## src/hw/rtl/lpfp_pkg.sv

```systemverilog
// ============================================================================
// lpfp_pkg: shared types and codes of the length-prefixed field parser
// Transaction structs for both channels, result kinds and reject reasons.
// ============================================================================
package lpfp_pkg;

    // Input transaction: one line byte or an end-of-line marker
    typedef struct packed {
        logic       func;
        logic [7:0] data_byte;
    } in_item_t;

    // Output transaction: payload byte, empty field, or line verdict
    typedef struct packed {
        logic [1:0] kind;
        logic [7:0] out_byte;
        logic [7:0] field_index;
        logic       last_of_field;
        logic [2:0] reject_reason;
    } out_item_t;

    // func codes
    localparam logic FUNC_DATA = 1'b0;
    localparam logic FUNC_EOL  = 1'b1;

    // kind codes
    localparam logic [1:0] KIND_PAYLOAD = 2'd0;
    localparam logic [1:0] KIND_EMPTY   = 2'd1;
    localparam logic [1:0] KIND_ACCEPT  = 2'd2;
    localparam logic [1:0] KIND_REJECT  = 2'd3;

    // reject reasons
    localparam logic [2:0] REASON_NONE      = 3'd0;
    localparam logic [2:0] REASON_FEW       = 3'd1;
    localparam logic [2:0] REASON_BAD_TEXT  = 3'd2;
    localparam logic [2:0] REASON_TOO_LARGE = 3'd3;
    localparam logic [2:0] REASON_TRUNCATED = 3'd4;

    localparam logic [7:0] COLON_CHAR = 8'h3A;

    localparam logic [15:0] MAX_LENGTH_RESET = 16'hFFFF;

endpackage

```

## src/hw/rtl/length_prefixed_field_parser.sv

```systemverilog
// ============================================================================
// length_prefixed_field_parser: netstring-style line decoder
// Decodes decimal-length-prefixed fields byte by byte and emits payload bytes,
// empty-field marks and an accept or reject verdict at end of line.
// ============================================================================
// Path from input transaction to output transaction: input register, then
//   parse step into the result register.
// Throughput: one byte per cycle unless a result waits on a stalled output.
// Reset (rst_n low, asynchronous): line state clears, both channels empty,
//   max_length returns to 65535.
// ============================================================================
module length_prefixed_field_parser
    import lpfp_pkg::*;
#(
    parameter int LENGTH_BITS = 16,
    parameter int COUNT_BITS  = 8
)
(
    input  logic        clk,
    input  logic        rst_n,
    // configuration: max_length register
    input  logic        cfg_write,
    input  logic [15:0] cfg_data,
    // input channel
    input  logic        in_valid,
    output logic        in_stall,
    input  in_item_t    in_item,
    // output channel
    output logic        out_valid,
    input  logic        out_stall,
    output out_item_t   out_item
);

    logic [15:0] max_length_reg;
    logic        item_valid;
    in_item_t    item;
    logic        taken;

    // Hold the length limit; write it only while the parser is idle (not enforced here).
    always_ff @(posedge clk or negedge rst_n)
    begin
        if (!rst_n)
        begin
            max_length_reg <= MAX_LENGTH_RESET;
        end
        else if (cfg_write)
        begin
            max_length_reg <= cfg_data;
        end
    end

    // Input register: takes a new transaction whenever the held one moves on,
    // so the input stalls only while a held byte with a result waits on a
    // stalled output.
    lpfp_in_stage u_in_stage (
        .clk        (clk),
        .rst_n      (rst_n),
        .in_valid   (in_valid),
        .in_stall   (in_stall),
        .in_item    (in_item),
        .taken      (taken),
        .item_valid (item_valid),
        .item       (item)
    );

    // Parse step: advance the line state by one byte and load the result
    // register. Bytes that give no result are consumed even while the output
    // is stalled.
    lpfp_parse #(
        .LENGTH_BITS (LENGTH_BITS),
        .COUNT_BITS  (COUNT_BITS)
    ) u_parse (
        .clk        (clk),
        .rst_n      (rst_n),
        .max_length (max_length_reg),
        .item_valid (item_valid),
        .item       (item),
        .taken      (taken),
        .out_valid  (out_valid),
        .out_stall  (out_stall),
        .out_item   (out_item)
    );

endmodule

```

## src/hw/rtl/lpfp_in_stage.sv

```systemverilog
// ============================================================================
// lpfp_in_stage: input register of the parser
// Holds one accepted transaction until the parse stage takes it.
// ============================================================================
module lpfp_in_stage
    import lpfp_pkg::*;
(
    input  logic     clk,
    input  logic     rst_n,
    input  logic     in_valid,
    output logic     in_stall,
    input  in_item_t in_item,
    input  logic     taken,
    output logic     item_valid,
    output in_item_t item
);

    logic     valid_reg;
    in_item_t item_reg;

    // stall only while a held transaction cannot move on this cycle
    assign in_stall   = valid_reg && !taken;
    assign item_valid = valid_reg;
    assign item       = item_reg;

    always_ff @(posedge clk or negedge rst_n)
    begin
        if (!rst_n)
        begin
            valid_reg <= 1'b0;
        end
        else if (in_valid && !in_stall)
        begin
            valid_reg <= 1'b1;
        end
        else if (taken)
        begin
            valid_reg <= 1'b0;
        end
    end

    always_ff @(posedge clk)
    begin
        if (in_valid && !in_stall)
        begin
            item_reg <= in_item;
        end
    end

endmodule

```

## src/hw/rtl/lpfp_parse.sv

```systemverilog
// ============================================================================
// lpfp_parse: per-byte parse step and result register
// Updates the line state for one byte and loads at most one result.
// ============================================================================
module lpfp_parse
    import lpfp_pkg::*;
#(
    parameter int LENGTH_BITS = 16,
    parameter int COUNT_BITS  = 8
)
(
    input  logic        clk,
    input  logic        rst_n,
    input  logic [15:0] max_length,
    input  logic        item_valid,
    input  in_item_t    item,
    output logic        taken,
    output logic        out_valid,
    input  logic        out_stall,
    output out_item_t   out_item
);

    localparam int LW   = LENGTH_BITS;
    localparam int VW   = LENGTH_BITS + 4;
    localparam int WIDE = (LENGTH_BITS > 16) ? LENGTH_BITS : 16;
    localparam int CWW  = (COUNT_BITS > 8) ? COUNT_BITS : 8;

    typedef enum logic [1:0] {
        PH_SKIP,
        PH_LEN,
        PH_PAY,
        PH_FAIL
    } phase_t;

    phase_t            phase_reg, phase_next;
    logic [LW-1:0]     len_reg, len_next;
    logic [COUNT_BITS-1:0] count_reg, count_next;
    logic [2:0]        err_reg, err_next;
    logic              out_valid_reg;
    out_item_t         out_item_reg;

    logic              has_result;
    out_item_t         result;
    logic              is_space;
    logic              is_digit;
    logic [3:0]        digit;
    logic [VW-1:0]     scaled;
    logic              over;
    logic [LW-1:0]     limit;
    logic [WIDE-1:0]   max_wide;
    logic [WIDE-1:0]   mask_wide;
    logic [LW-1:0]     rem_dec;
    logic [COUNT_BITS-1:0] count_inc;
    logic [CWW-1:0]    count_wide;
    logic [7:0]        shown;
    logic [2:0]        reason;
    logic [7:0]        b;

    assign b = item.data_byte;

    // effective limit: smaller of the register and the length field's range
    assign max_wide  = WIDE'(max_length);
    assign mask_wide = WIDE'({LW{1'b1}});
    assign limit     = (max_wide < mask_wide) ? max_wide[LW-1:0] : {LW{1'b1}};

    assign is_space = ((b >= 8'd9) && (b <= 8'd13)) || (b == 8'd32);
    assign is_digit = (b >= 8'h30) && (b <= 8'h39);
    assign digit    = b[3:0];

    // length * 10 + digit as two shifts and adds
    assign scaled = (VW'(len_reg) << 3) + (VW'(len_reg) << 1) + VW'(digit);
    assign over   = scaled > VW'(limit);

    assign rem_dec   = len_reg - LW'(1);
    assign count_inc = (count_reg == {COUNT_BITS{1'b1}}) ? count_reg
                                                          : count_reg + COUNT_BITS'(1);
    assign count_wide = CWW'(count_reg);
    assign shown      = (count_wide > CWW'(8'hFF)) ? 8'hFF : count_wide[7:0];

    always_comb
    begin
        priority if (phase_reg == PH_FAIL)
            reason = err_reg;
        else if (phase_reg == PH_PAY)
            reason = REASON_TRUNCATED;
        else if (phase_reg == PH_LEN)
            reason = REASON_BAD_TEXT;
        else if (count_reg < COUNT_BITS'(2))
            reason = REASON_FEW;
        else
            reason = REASON_NONE;
    end

    always_comb
    begin
        phase_next = phase_reg;
        len_next   = len_reg;
        count_next = count_reg;
        err_next   = err_reg;
        has_result = 1'b0;
        result     = '0;

        if (item.func == FUNC_EOL)
        begin
            // end of line: report and clear the line state
            has_result           = 1'b1;
            result.kind          = (reason != REASON_NONE) ? KIND_REJECT : KIND_ACCEPT;
            result.field_index   = shown;
            result.reject_reason = reason;
            phase_next = PH_SKIP;
            len_next   = '0;
            count_next = '0;
            err_next   = REASON_NONE;
        end
        else
        begin
            unique case (phase_reg)
                PH_SKIP:
                begin
                    if (!is_space)
                    begin
                        if (!is_digit)
                        begin
                            phase_next = PH_FAIL;
                            err_next   = REASON_BAD_TEXT;
                            len_next   = '0;
                        end
                        else if (over)
                        begin
                            phase_next = PH_FAIL;
                            err_next   = REASON_TOO_LARGE;
                            len_next   = '0;
                        end
                        else
                        begin
                            phase_next = PH_LEN;
                            len_next   = scaled[LW-1:0];
                        end
                    end
                end
                PH_LEN:
                begin
                    if (is_digit)
                    begin
                        if (over)
                        begin
                            phase_next = PH_FAIL;
                            err_next   = REASON_TOO_LARGE;
                            len_next   = '0;
                        end
                        else
                        begin
                            len_next = scaled[LW-1:0];
                        end
                    end
                    else if (b != COLON_CHAR)
                    begin
                        phase_next = PH_FAIL;
                        err_next   = REASON_BAD_TEXT;
                        len_next   = '0;
                    end
                    else if (len_reg == '0)
                    begin
                        has_result           = 1'b1;
                        result.kind          = KIND_EMPTY;
                        result.field_index   = shown;
                        result.last_of_field = 1'b1;
                        count_next = count_inc;
                        phase_next = PH_SKIP;
                    end
                    else
                    begin
                        phase_next = PH_PAY;
                    end
                end
                PH_PAY:
                begin
                    has_result           = 1'b1;
                    result.kind          = KIND_PAYLOAD;
                    result.out_byte      = b;
                    result.field_index   = shown;
                    result.last_of_field = (rem_dec == '0);
                    len_next = rem_dec;
                    if (rem_dec == '0)
                    begin
                        count_next = count_inc;
                        phase_next = PH_SKIP;
                    end
                end
                PH_FAIL:
                begin
                    // drop bytes until end of line
                end
                default:
                begin
                    phase_next = PH_SKIP;
                end
            endcase
        end
    end

    // a byte with no result never waits on the output side
    assign taken = item_valid && (!has_result || !out_valid_reg || !out_stall);

    always_ff @(posedge clk or negedge rst_n)
    begin
        if (!rst_n)
        begin
            phase_reg     <= PH_SKIP;
            len_reg       <= '0;
            count_reg     <= '0;
            err_reg       <= REASON_NONE;
            out_valid_reg <= 1'b0;
            out_item_reg  <= '0;
        end
        else
        begin
            if (taken)
            begin
                phase_reg <= phase_next;
                len_reg   <= len_next;
                count_reg <= count_next;
                err_reg   <= err_next;
            end
            if (taken && has_result)
            begin
                out_valid_reg <= 1'b1;
                out_item_reg  <= result;
            end
            else if (!out_stall)
            begin
                out_valid_reg <= 1'b0;
            end
        end
    end

    assign out_valid = out_valid_reg;
    assign out_item  = out_item_reg;

endmodule

```

## config.mk

```make
export PLATFORM = sky130hd
export DESIGN_NAME = length_prefixed_field_parser
export DESIGN_NICKNAME = d
export VERILOG_FILES = /design/src/hw/rtl/lpfp_pkg.sv /design/src/hw/rtl/length_prefixed_field_parser.sv /design/src/hw/rtl/lpfp_in_stage.sv /design/src/hw/rtl/lpfp_parse.sv
export SDC_FILE = /design/constraint.sdc
export NUM_CORES = 1
export LEC_CHECK = 0
export ABC_AREA = 1
export BUFFER_PORTS_ARGS = -buffer_cell sky130_fd_sc_hd__buf_2
export CELL_PAD_IN_SITES_DETAIL_PLACEMENT = 0
export CELL_PAD_IN_SITES_GLOBAL_PLACEMENT = 1
export CORE_UTILIZATION = 44
export CTS_CLUSTER_SIZE = 16
export DETAILED_ROUTE_END_ITERATION = 12
export PLACE_DENSITY_LB_ADDON = 0.1
export SLEW_MARGIN = 10
export SYNTH_ARGS = -nofsm -noshare
export SYNTH_HDL_FRONTEND = slang
export SYNTH_HIERARCHICAL = 1
export SYNTH_SLANG_ARGS = --single-unit
```

## constraint.sdc

```tcl
create_clock -name clk -period 4.55 [get_ports clk]
set_input_delay 0.2275 -clock clk [delete_from_list [all_inputs] [get_ports clk]]
set_output_delay 0.2275 -clock clk [all_outputs]
set_load 0.05 [all_outputs]
```

# Yosys cells after proc, flatten, opt, wreduce, memory -nomap -nowiden
# Index checks and enable logic that the tools add are counted.
# classes
eq_ne	14
n_addsub	4
reduce_logical	26
order_cmp	8
muxes	61
# op_table
cell	count
$mux W16	7
$mux W8	10
$pmux W16 S3	1
$logic_not A16 Y1	2
$mux W3	10
$mux W9	3
$mux W2	13
$add A19 B17 Y20	1
$add A20 B4 Y20	1
$gt A20 B16 Y1	1
$pmux W9 S2	1
$lt A16 B16 Y1 const B	1
$pmux W8 S2	1
$sub A16 B1 Y16 const B	1
$ne A3 B3 Y1 const B	5
$mux W1	12
$reduce_bool A3 Y1	3
$add A8 B1 Y8 const B	1
$eq A8 B6 Y1 const B	1
$eq A8 B8 Y1 const B	1
$ge A8 B4 Y1 const B	1
$ge A8 B6 Y1 const B	1
$gt A8 B8 Y1 const B	1
$le A8 B4 Y1 const B	1
other kinds (20)	33
# word_totals
register_bits	78
elab_cells	127
inputBits	30

# Depth between registers and ports, before layout
# Gate-level depths: netlist (run 1).
# depth
depth_word	15
mapped_depth	27
ltp_nobuf	27

# Hierarchy
# Netlist (run 1), hierarchy kept.
# by_module_without_submodules
module	instances	cells_each	area_each_um2	seq_area_each_um2
lpfp_parse	1	761	4984.8	1276.2
length_prefixed_field_parser	1	68	664.4	420.4
lpfp_in_stage	1	16	327.8	295.3

# Least setup slack after synthesis (run 1)
# OpenSTA, ideal clock, no wires.
# synth_timing
path_kind	reg2reg
startpoint	register u_parse.len_reg[0]
endpoint	register u_parse.len_reg[12]
t_arrival_ns	3.507
n_path_buf	1
period_less_slack_ns	3.585
path_stages_with_launch	25
setup_slack_ns	0.965
cell_sequence	dfrtp_1 inv_1 fa_1 inv_1 ha_1 nand3_1 nand3_1 nand2_1 nand2_1 nand2_1 nand2_1 a21oi_1 xor2_1 inv_1 ha_1 nand2_1 nor2_1 a211oi_1 nand2_1 nand2_1 nand2_1 nor2_2 buf_2 nand4_1 a21boi_1
# synth_between
elab_chain_cells	11
elab_cells_between_ends	21
# synth_rtl
item	line_no	text
start: declaration	lpfp_parse.sv:36	logic [LW-1:0] len_reg, len_next;
start signal: assignment	lpfp_parse.sv:221	len_reg <= len_next;
parallel branches: the longest is 11 deep, another holds $add A19 B17 Y20	n/a	
# Several ways; the timed one is not identified. The select of a mux whose other input is x is not followed.
# A chain may end at the register's enable or synchronous reset.

# Worst setup path after layout (run 1)
# layout_timing
startpoint	register u_parse.len_reg[0]
endpoint	register u_parse.len_reg[11]
# Same word-level chain as after synthesis.

==> impl_summary.log, run 1 <==
INFO  metric worstHoldPathCells = 1
INFO  metric clock-skew-final = 0.00942 ns
INFO  metric postRouteAntennaNets = 0
INFO  metric grt_first_pass_wirelength = 25800 µm
INFO  metric antenna_found_initial = 0
INFO  metric drt_drc_violations_left = 0
INFO  metric worstReg2RegStart = u_parse/len_reg[0]
INFO  metric routability_congestion = 0.915
INFO  metric postSynthAreaPerCell = 7.07 µm²
INFO  metric timing.fmax = 0.244 GHz
INFO  metric num_vias = 5410
INFO  metric fp.dieW = 119 µm
INFO  metric initial_core_util = 0.451
INFO  metric power.leakage = 3.63 nW
INFO  metric netlist_area = 0.00598 mm²
INFO  metric fill_cell_total_of_the_finished_layout = 1375
INFO  metric io_buffer_count = 53
INFO  metric clock_sink_count = 77
INFO  metric maximum_clock_path_buffer_count = 2
INFO  metric required = 4.82 ns
INFO  metric maximum_number_of_pins_on_one_net_before_global_route_repair = 69
INFO  metric power_density = 786 mW/mm²
INFO  metric hold_path_startpoint = in_item[7]
INFO  metric layout_min_cycle_time = 4.10 ns
INFO  metric critPathMostFrequentCell = nand2_1
INFO  metric leading_area_contributor_after_synthesis = dfrtp_1
INFO  metric synth.yosys.warnings = 6
INFO  metric async_reset_ff_frac = 0.883
INFO  metric power.ir.vdd_worst = 0.406 mV
INFO  metric tritoncts_clock_tree = yes
INFO  metric synth_top_area_frac = 0.218
INFO  metric critPathSlowestCell = fa_1
INFO  metric postSynth.topFlopCell = dfrtp_1
INFO  metric area_growth_syn_to_layout = 11.8%
INFO  metric final-max-slew-violation-count = 0
INFO  metric worst_r2r_endpoint = u_parse/len_reg[11]
INFO  metric class_of_the_most_critical_hold_timing_path = primary input to register
INFO  metric synth_seq_cells = 77
INFO  metric antenna_cells = 0
INFO  metric cp_max_fo = 5
INFO  metric post_dp_cell_area = 0.00634 mm²
INFO  metric cts-root-buf = clkbuf_16
INFO  metric synth-edff-count = 9
INFO  metric synth_seq_area_share = 0.333
INFO  metric slew_headroom = 0.400
INFO  metric synth.area.mux_share = 0
INFO  metric timing.max_cap.violations = 0
INFO  metric worst-r2r-cell-count = 23
INFO  metric criticalPathCategory = register to register
INFO  metric cp.arrival = 4.36 ns
INFO  metric setup_total_negative_slack = 0 ns
INFO  metric fraction_of_synthesized_cell_area_in_xor_and_xnor_cells = 0.0293
INFO  metric detailed_place_hpwl = 12300 µm
INFO  metric final_min_period_over_clock_period = 0.901
INFO  metric synth_cell_types = 45
INFO  metric viasPerCell = 5.03
INFO  metric core-area = 0.0132 mm²
INFO  metric path_cells = inv_1, fa_1, inv_1, ha_1, nand3_1, nand3_1, nand2_1, nand2_1, nand2_1, nand2_1, a21oi_1, xor2_1, inv_1, ha_1, nand2_1, nor2_1, a211oi_1, nand2_1, a21oi_1, nand3_2, inv_2, nand3_1, a21boi_1
INFO  metric combinational_family_with_the_most_area_after_synthesis = simple AND/OR/NAND/NOR gates
INFO  metric regToRegSetupSlack = 0.45 ns
INFO  metric finalHoldViolations = 0
INFO  metric synthTopCellsByArea = dfrtp_1 22%, nand2_1 18%, ha_1 11%
INFO  metric die_height = 119 µm
INFO  metric number_of_global_route_vias_before_repair = 5049
INFO  metric final_design_area_no_fill = 0.00668 mm²
INFO  metric post_synth_fa_ha_maj_area_fraction = 0.120
INFO  metric max_ffs_per_register = 22
INFO  metric worst-path-stages = 23
INFO  metric timing_worst_slew_pin_value = 0.900 ns
INFO  metric unrepaired_setup_endpoints_after_global_routing = no
INFO  metric clock_latency = 0.35 ns
INFO  metric floorplan.io_pins = 54
INFO  metric finish.utilization = 0.505
INFO  metric timing.critical_path.from_type = register
INFO  metric cp_slowest_stage_delay = 0.55 ns
INFO  metric synth-simple-area-share = 0.328
INFO  metric fp-row-count = 42
INFO  metric finalNetCount = 981
INFO  metric synth_compound_gate_area_share = 0.0877
INFO  metric synth_nets = 931
INFO  metric finalSetupViolations = 0
INFO  metric critPathCaptureType = register
INFO  metric detail_route.first_pass.iterations = 4
INFO  metric drt_first_iter_violations = 331
INFO  metric drt-total-wl = 15500 µm
INFO  metric clk_pin_slew_worst_paths = 0.06 ns
INFO  metric cts-htree-levels = 3
INFO  metric drt-wirelength-per-cell = 14.4 µm
INFO  metric critical_path_s_top_delay_family = adder cells
INFO  metric synthesis.instances = 845
INFO  metric dieArea = 0.0141 mm²
INFO  metric timing.hold.worst_endpoint = u_in_stage/item[7]
INFO  metric post_route_cells_drive_above_1_share = 0.140
INFO  metric remaining_global_route_overflow = 0
INFO  metric status = finished, final reports clean
INFO  metric cts_made_buffers = 9
INFO  metric globalRouteTotalUtil = 0.235
INFO  metric path_buf_inv = 4
-- power by group --
group	internal [mW]	switching (mW)	leakage, nW
sequential	0.879	0.211	0.934
combinational	1.11	2.29	2.55
clock	0.462	0.299	0.148
total	2.46	2.80	3.63
-- layer usage --
metal  up-vias  share of wire  GRT usage
li1       2792              -          -
met1      2528           0.50      0.338
met2        81           0.46      0.365
met3         9          0.031     0.0444
met4         0         0.0094     0.0546
met5         -              0          0
-- synth_stat cells, types with 6 or more instances --
master / n
inv_1: 113
buf_6: 6
a21oi_1: 28
dfrtp_1: 52
nor2_1: 93
o21ai_0: 19
nand3_1: 36
nor2_2: 6
nand2_1: 287
nand4_1: 20
nand2_2: 11
ha_1: 54
edfxtp_1: 9
o31ai_1: 6
dfstp_2: 16
a21boi_1: 15
xor2_1: 16
-- repair_timing --
action                                  in CTS  in global routing
hold buffers                                 0                  0
endpoints found under the setup margin       0                 15
resized for setup                            0                  3
buffers inserted                             0                  1
-- cell type report --
type	instances	area, µm²	share of cell area
clock buffer	11	254	0.0380
clock inverter	5	62.6	0.00936
inverter	119	452	0.0676
multi-input combinational	630	3390	0.507
sequential	77	1990	0.298
tap	176	220	0.0330
timing repair buffer	58	315	0.0472
-- worst max-delay path by stage --
stage,startpoint,to
after floorplan,u_parse/len_reg[0],u_parse/len_reg[12]
after global placement,u_parse/len_reg[0],u_parse/len_reg[0]
after detailed placement,u_parse/len_reg[0],u_parse/len_reg[0]
after CTS,u_parse/len_reg[0],u_parse/len_reg[2]
after global routing,u_parse/len_reg[0],u_parse/len_reg[6]
final,u_parse/len_reg[0],u_parse/len_reg[11]
-- logic make-up after synthesis --
logic type / Yosys count
xor+xnor: 20
simple gates: 469
compound gates: 85
buf+inv: 138
fa+ha+maj: 56
flops: 77
-- layout by cell type (no fill, tap or decap), types with 4 or more instances in the layout --
master	Yosys	routed
a21boi_1	15	15
a21oi_1	28	28
buf_2	4	53
buf_4	2	4
clkbuf_16	0	10
dfrtp_1	52	52
dfstp_2	16	16
edfxtp_1	9	9
ha_1	54	54
inv_1	113	112
inv_2	4	5
nand2_1	287	287
nand2_2	11	11
nand3_1	36	35
nand4_1	20	20
nor2_1	93	93
nor2_2	6	5
o21ai_0	19	19
o21ai_2	5	5
o31ai_1	6	6
xnor2_1	4	4
xor2_1	16	16
-- through the flow --
stage               setup slack, ns  instances  total power [mW]  hold slack, ns
floorplan                     0.965        845              3.64         -0.0681
global placement              0.391       1059              4.41           0.404
detailed placement            0.330       1059              4.46           0.406
CTS                           0.281       1075              5.25          0.0355
global route                 0.0407       1076              5.81          0.0297
finish                        0.453       1076              5.26          0.0489
(Power assumes the default switching activity.)
==> inputs of run 2 (changes only) <==
- BUFFER_PORTS_ARGS: -buffer_cell sky130_fd_sc_hd__buf_2 -> -buffer_cell sky130_fd_sc_hd__clkbuf_2
- PLACE_DENSITY: unset -> 0.84
- PLACE_DENSITY_LB_ADDON: 0.1 -> unset
==> run 2 against run 1 <==
First-iteration DRC count is 2.1% higher; final cell count hardly changed; global-route usage is 1.1 points lower; sequential power hardly changed; clock skew is 0.00083 ns lower; clock power is 13% lower; non-clock buffer count is 1 higher; critical path depth is 1 higher; final area is 0.79% lower; highest routed layer unchanged; sequential cell count stayed put.
==> impl_summary.log, run 2 (synthesized netlist as in run 1, its figures left out) <==
INFO  metric finalNetCount = 982 (+0.10%)
INFO  metric holdBufCountCts = 1 (+1)
INFO  metric unrepaired_setup_endpoints_after_global_routing = no
INFO  metric power.leakage = 3.60 nW (-0.89%)
INFO  metric critPathSlowestCell = fa_1
INFO  metric cts-htree-levels = 3 (unchanged)
INFO  metric wirelength_met1 = 7380 µm (-5.6%)
INFO  metric criticalPathCategory = register to register
INFO  metric pre_cts_slack = 0.542 ns (+0.213 ns)
INFO  metric viasPerCell = 4.97 (-1.1%)
INFO  metric clock-skew-final = 0.00859 ns (-0.000832 ns)
INFO  metric finalPower = 5.13 mW (-2.4%)
INFO  metric final_min_period_over_clock_period = 0.890 (-0.0107)
INFO  metric final-max-slew-violation-count = 0 (unchanged)
INFO  metric required = 4.81 ns (about the same)
INFO  metric num_vias = 5358 (-0.96%)
INFO  metric drt-total-wl = 15100 µm (-2.6%)
INFO  metric hold_path_startpoint = cfg_data[14]
INFO  metric status = finished, final reports clean
INFO  metric worst_r2r_endpoint = u_parse/len_reg[13]
INFO  metric highest_layer = met4
INFO  metric core-area = 0.0132 mm² (unchanged)
INFO  metric fp.dieW = 119 µm (unchanged)
INFO  metric clock_sink_count = 77 (unchanged)
INFO  metric remaining_global_route_overflow = 0 (unchanged)
INFO  metric finalHoldViolations = 0 (unchanged)
INFO  metric area_growth_syn_to_layout = 10.9%
INFO  metric clk_pin_slew_worst_paths = 0.06 ns (about the same)
INFO  metric routability_congestion = 0.903 (-1.3%)
INFO  metric power_density = 774 mW/mm² (-1.6%)
INFO  metric finish.utilization = 0.501 (-0.00397)
INFO  metric antenna_cells = 0 (unchanged)
INFO  metric io_buffer_count = 53 (unchanged)
INFO  metric floorplan.io_pins = 54 (unchanged)
INFO  metric worst-r2r-cell-count = 24 (+4.3%)
INFO  metric power.ir.vdd_worst = 0.361 mV (-11%)
INFO  metric maximum_clock_path_buffer_count = 2 (unchanged)
INFO  metric detail_route.first_pass.iterations = 5 (+1)
INFO  metric path_cells = inv_1, fa_1, inv_1, ha_1, nand3_1, nand3_1, nand2_1, nand2_1, nand2_1, nand2_1, a21oi_1, xor2_1, inv_1, ha_1, nand2_1, nor2_1, a211oi_1, nand2_1, nand2_1, nand2_1, nor2_2, buf_4, nand4_1, a21boi_1
INFO  metric post_cts_resized = 0 (unchanged)
INFO  metric tritoncts_clock_tree = yes
INFO  metric initial_core_util = 0.451 (unchanged)
INFO  metric cp_max_fo = 12 (+7)
INFO  metric max_ffs_per_register = 22 (unchanged)
INFO  metric cp_slowest_stage_delay = 0.54 ns (about the same)
INFO  metric regToRegSetupSlack = 0.50 ns (+0.05 ns)
INFO  metric post-route-worst-setup-slack = 0.501 ns (+0.0489 ns)
INFO  metric number_of_global_route_vias_before_repair = 5014 (-0.69%)
INFO  metric die_height = 119 µm (unchanged)
INFO  metric routed-wl-met2 = 6820 µm (-3.3%)
INFO  metric cts_made_buffers = 9 (unchanged)
INFO  metric timing.critical_path.from_type = register
INFO  metric drt_first_iter_violations = 338 (+2.1%)
INFO  metric globalRouteTotalUtil = 0.224 (-0.0108)
INFO  metric cts-root-buf = clkbuf_16
INFO  metric routed-wl-met3 = 603 µm (+26%)
INFO  metric dieArea = 0.0141 mm² (unchanged)
INFO  metric grt_first_pass_wirelength = 24700 µm (-4.3%)
INFO  metric post_route_cells_drive_above_1_share = 0.138 (-0.00238)
INFO  metric commonest_non_fill_non_tap_cells_in_the_layout = 287 x nand2_1, 113 x inv_1, 93 x nor2_1
INFO  metric worstReg2RegStart = u_parse/len_reg[0]
INFO  metric final_common_cell = nand2_1
INFO  metric critPathCaptureType = register
INFO  metric detailed_place_hpwl = 11900 µm (-2.9%)
INFO  metric timing.hold.worst_endpoint = max_length_reg[14]
INFO  metric slew_headroom = 0.410 (+0.0106)
INFO  metric cp.arrival = 4.30 ns (-0.06 ns)
INFO  metric worstHoldPathCells = 3 (+2)
INFO  metric timing.fmax = 0.247 GHz (+1.2%)
INFO  metric clock_latency = 0.34 ns (about the same)
INFO  metric timing.max_cap.violations = 0 (unchanged)
INFO  metric drt_drc_violations_left = 0 (unchanged)
INFO  metric antenna_found_initial = 0 (unchanged)
INFO  metric critPathMostFrequentCell = nand2_1
INFO  metric setup_total_negative_slack = 0 ns (unchanged)
INFO  metric fp-row-count = 42 (unchanged)
INFO  metric drt-wirelength-per-cell = 14.0 µm (-2.6%)
INFO  metric layout_min_cycle_time = 4.05 ns (-0.0489 ns)
INFO  metric finalSetupViolations = 0 (unchanged)
INFO  metric timing_worst_slew_pin_value = 0.875 ns (-0.0252 ns)
INFO  metric class_of_the_most_critical_hold_timing_path = primary input to register
INFO  metric cts_setup_buffers = 0 (unchanged)
INFO  metric maximum_number_of_pins_on_one_net_before_global_route_repair = 41 (-41%)
INFO  metric postRouteAntennaNets = 0 (unchanged)
## run 2: changes by cell type in the layout (fill, tap and decap cells not counted), sizes merged
cell	previous run	this run
buf	58	6
bufinv	1	0
clkbuf	11	61
clkinv	1	3
clkinvlp	2	4
dlygate4sd3	0	1
inv	120	119
## run 2: per-layer routing
layer,global-route usage,up-vias
met5,0,-
met4,0.0688,0
met3,0.0367,21
met2,0.366,112
met1,0.304,2443
li1,-,2782
## run 2: how the worst max path moves through the flow
stage	start	end	slack [ns]	cells past startpoint
after floorplan	u_parse/len_reg[0]	u_parse/len_reg[12]	0.97	24
after global placement	u_parse/len_reg[0]	u_parse/len_reg[10]	0.56	21
after detailed placement	u_parse/len_reg[0]	u_parse/len_reg[13]	0.54	22
after CTS	u_parse/len_reg[0]	u_parse/len_reg[13]	0.51	24
after global routing	u_parse/len_reg[0]	u_parse/len_reg[13]	0.12	24
final	u_parse/len_reg[0]	u_parse/len_reg[13]	0.50	24
## run 2: stage by stage
step / cells / hold WS, ns / cell area [µm²]
CTS: 1077 / 0.0473 / 6630
detailed placement: 1060 / 0.354 / 6340
global placement: 1060 / 0.358 / 6340
floorplan: 845 / -0.0681 / 5980
finish: 1077 / 0.0545 / 6630
global route: 1077 / 0.0465 / 6630
## run 2: report_power, final
part	switching (mW)	internal [mW]
registers	0.214	0.880
logic	2.27	1.11
clock network	0.290	0.369
total	2.77	2.36
## run 2: cell type report
| class | count | area (µm²) |
|---|---|---|
| Sequential cell | 77 | 1990 |
| Tap cell | 176 | 220 |
| Clock inverter | 7 | 51.3 |
| Fill cell | 1414 | 6610 |
| Timing Repair Buffer | 59 | 313 |
| Clock buffer | 9 | 225 |
| Multi-Input combinational cell | 630 | 3380 |
| Inverter | 119 | 452 |
## run 2: worst max-delay path: cells and delay by family, from the launching register on
kind                       cells  cell delay, ns
AOI/OAI and AO/OA              3            0.54
xor gates and xnor gates       1            0.23
adders and majority gates      3            1.16
buffers and inverters          4            0.48
DFF                            1            0.39
and+or+nand+nor               13            1.15
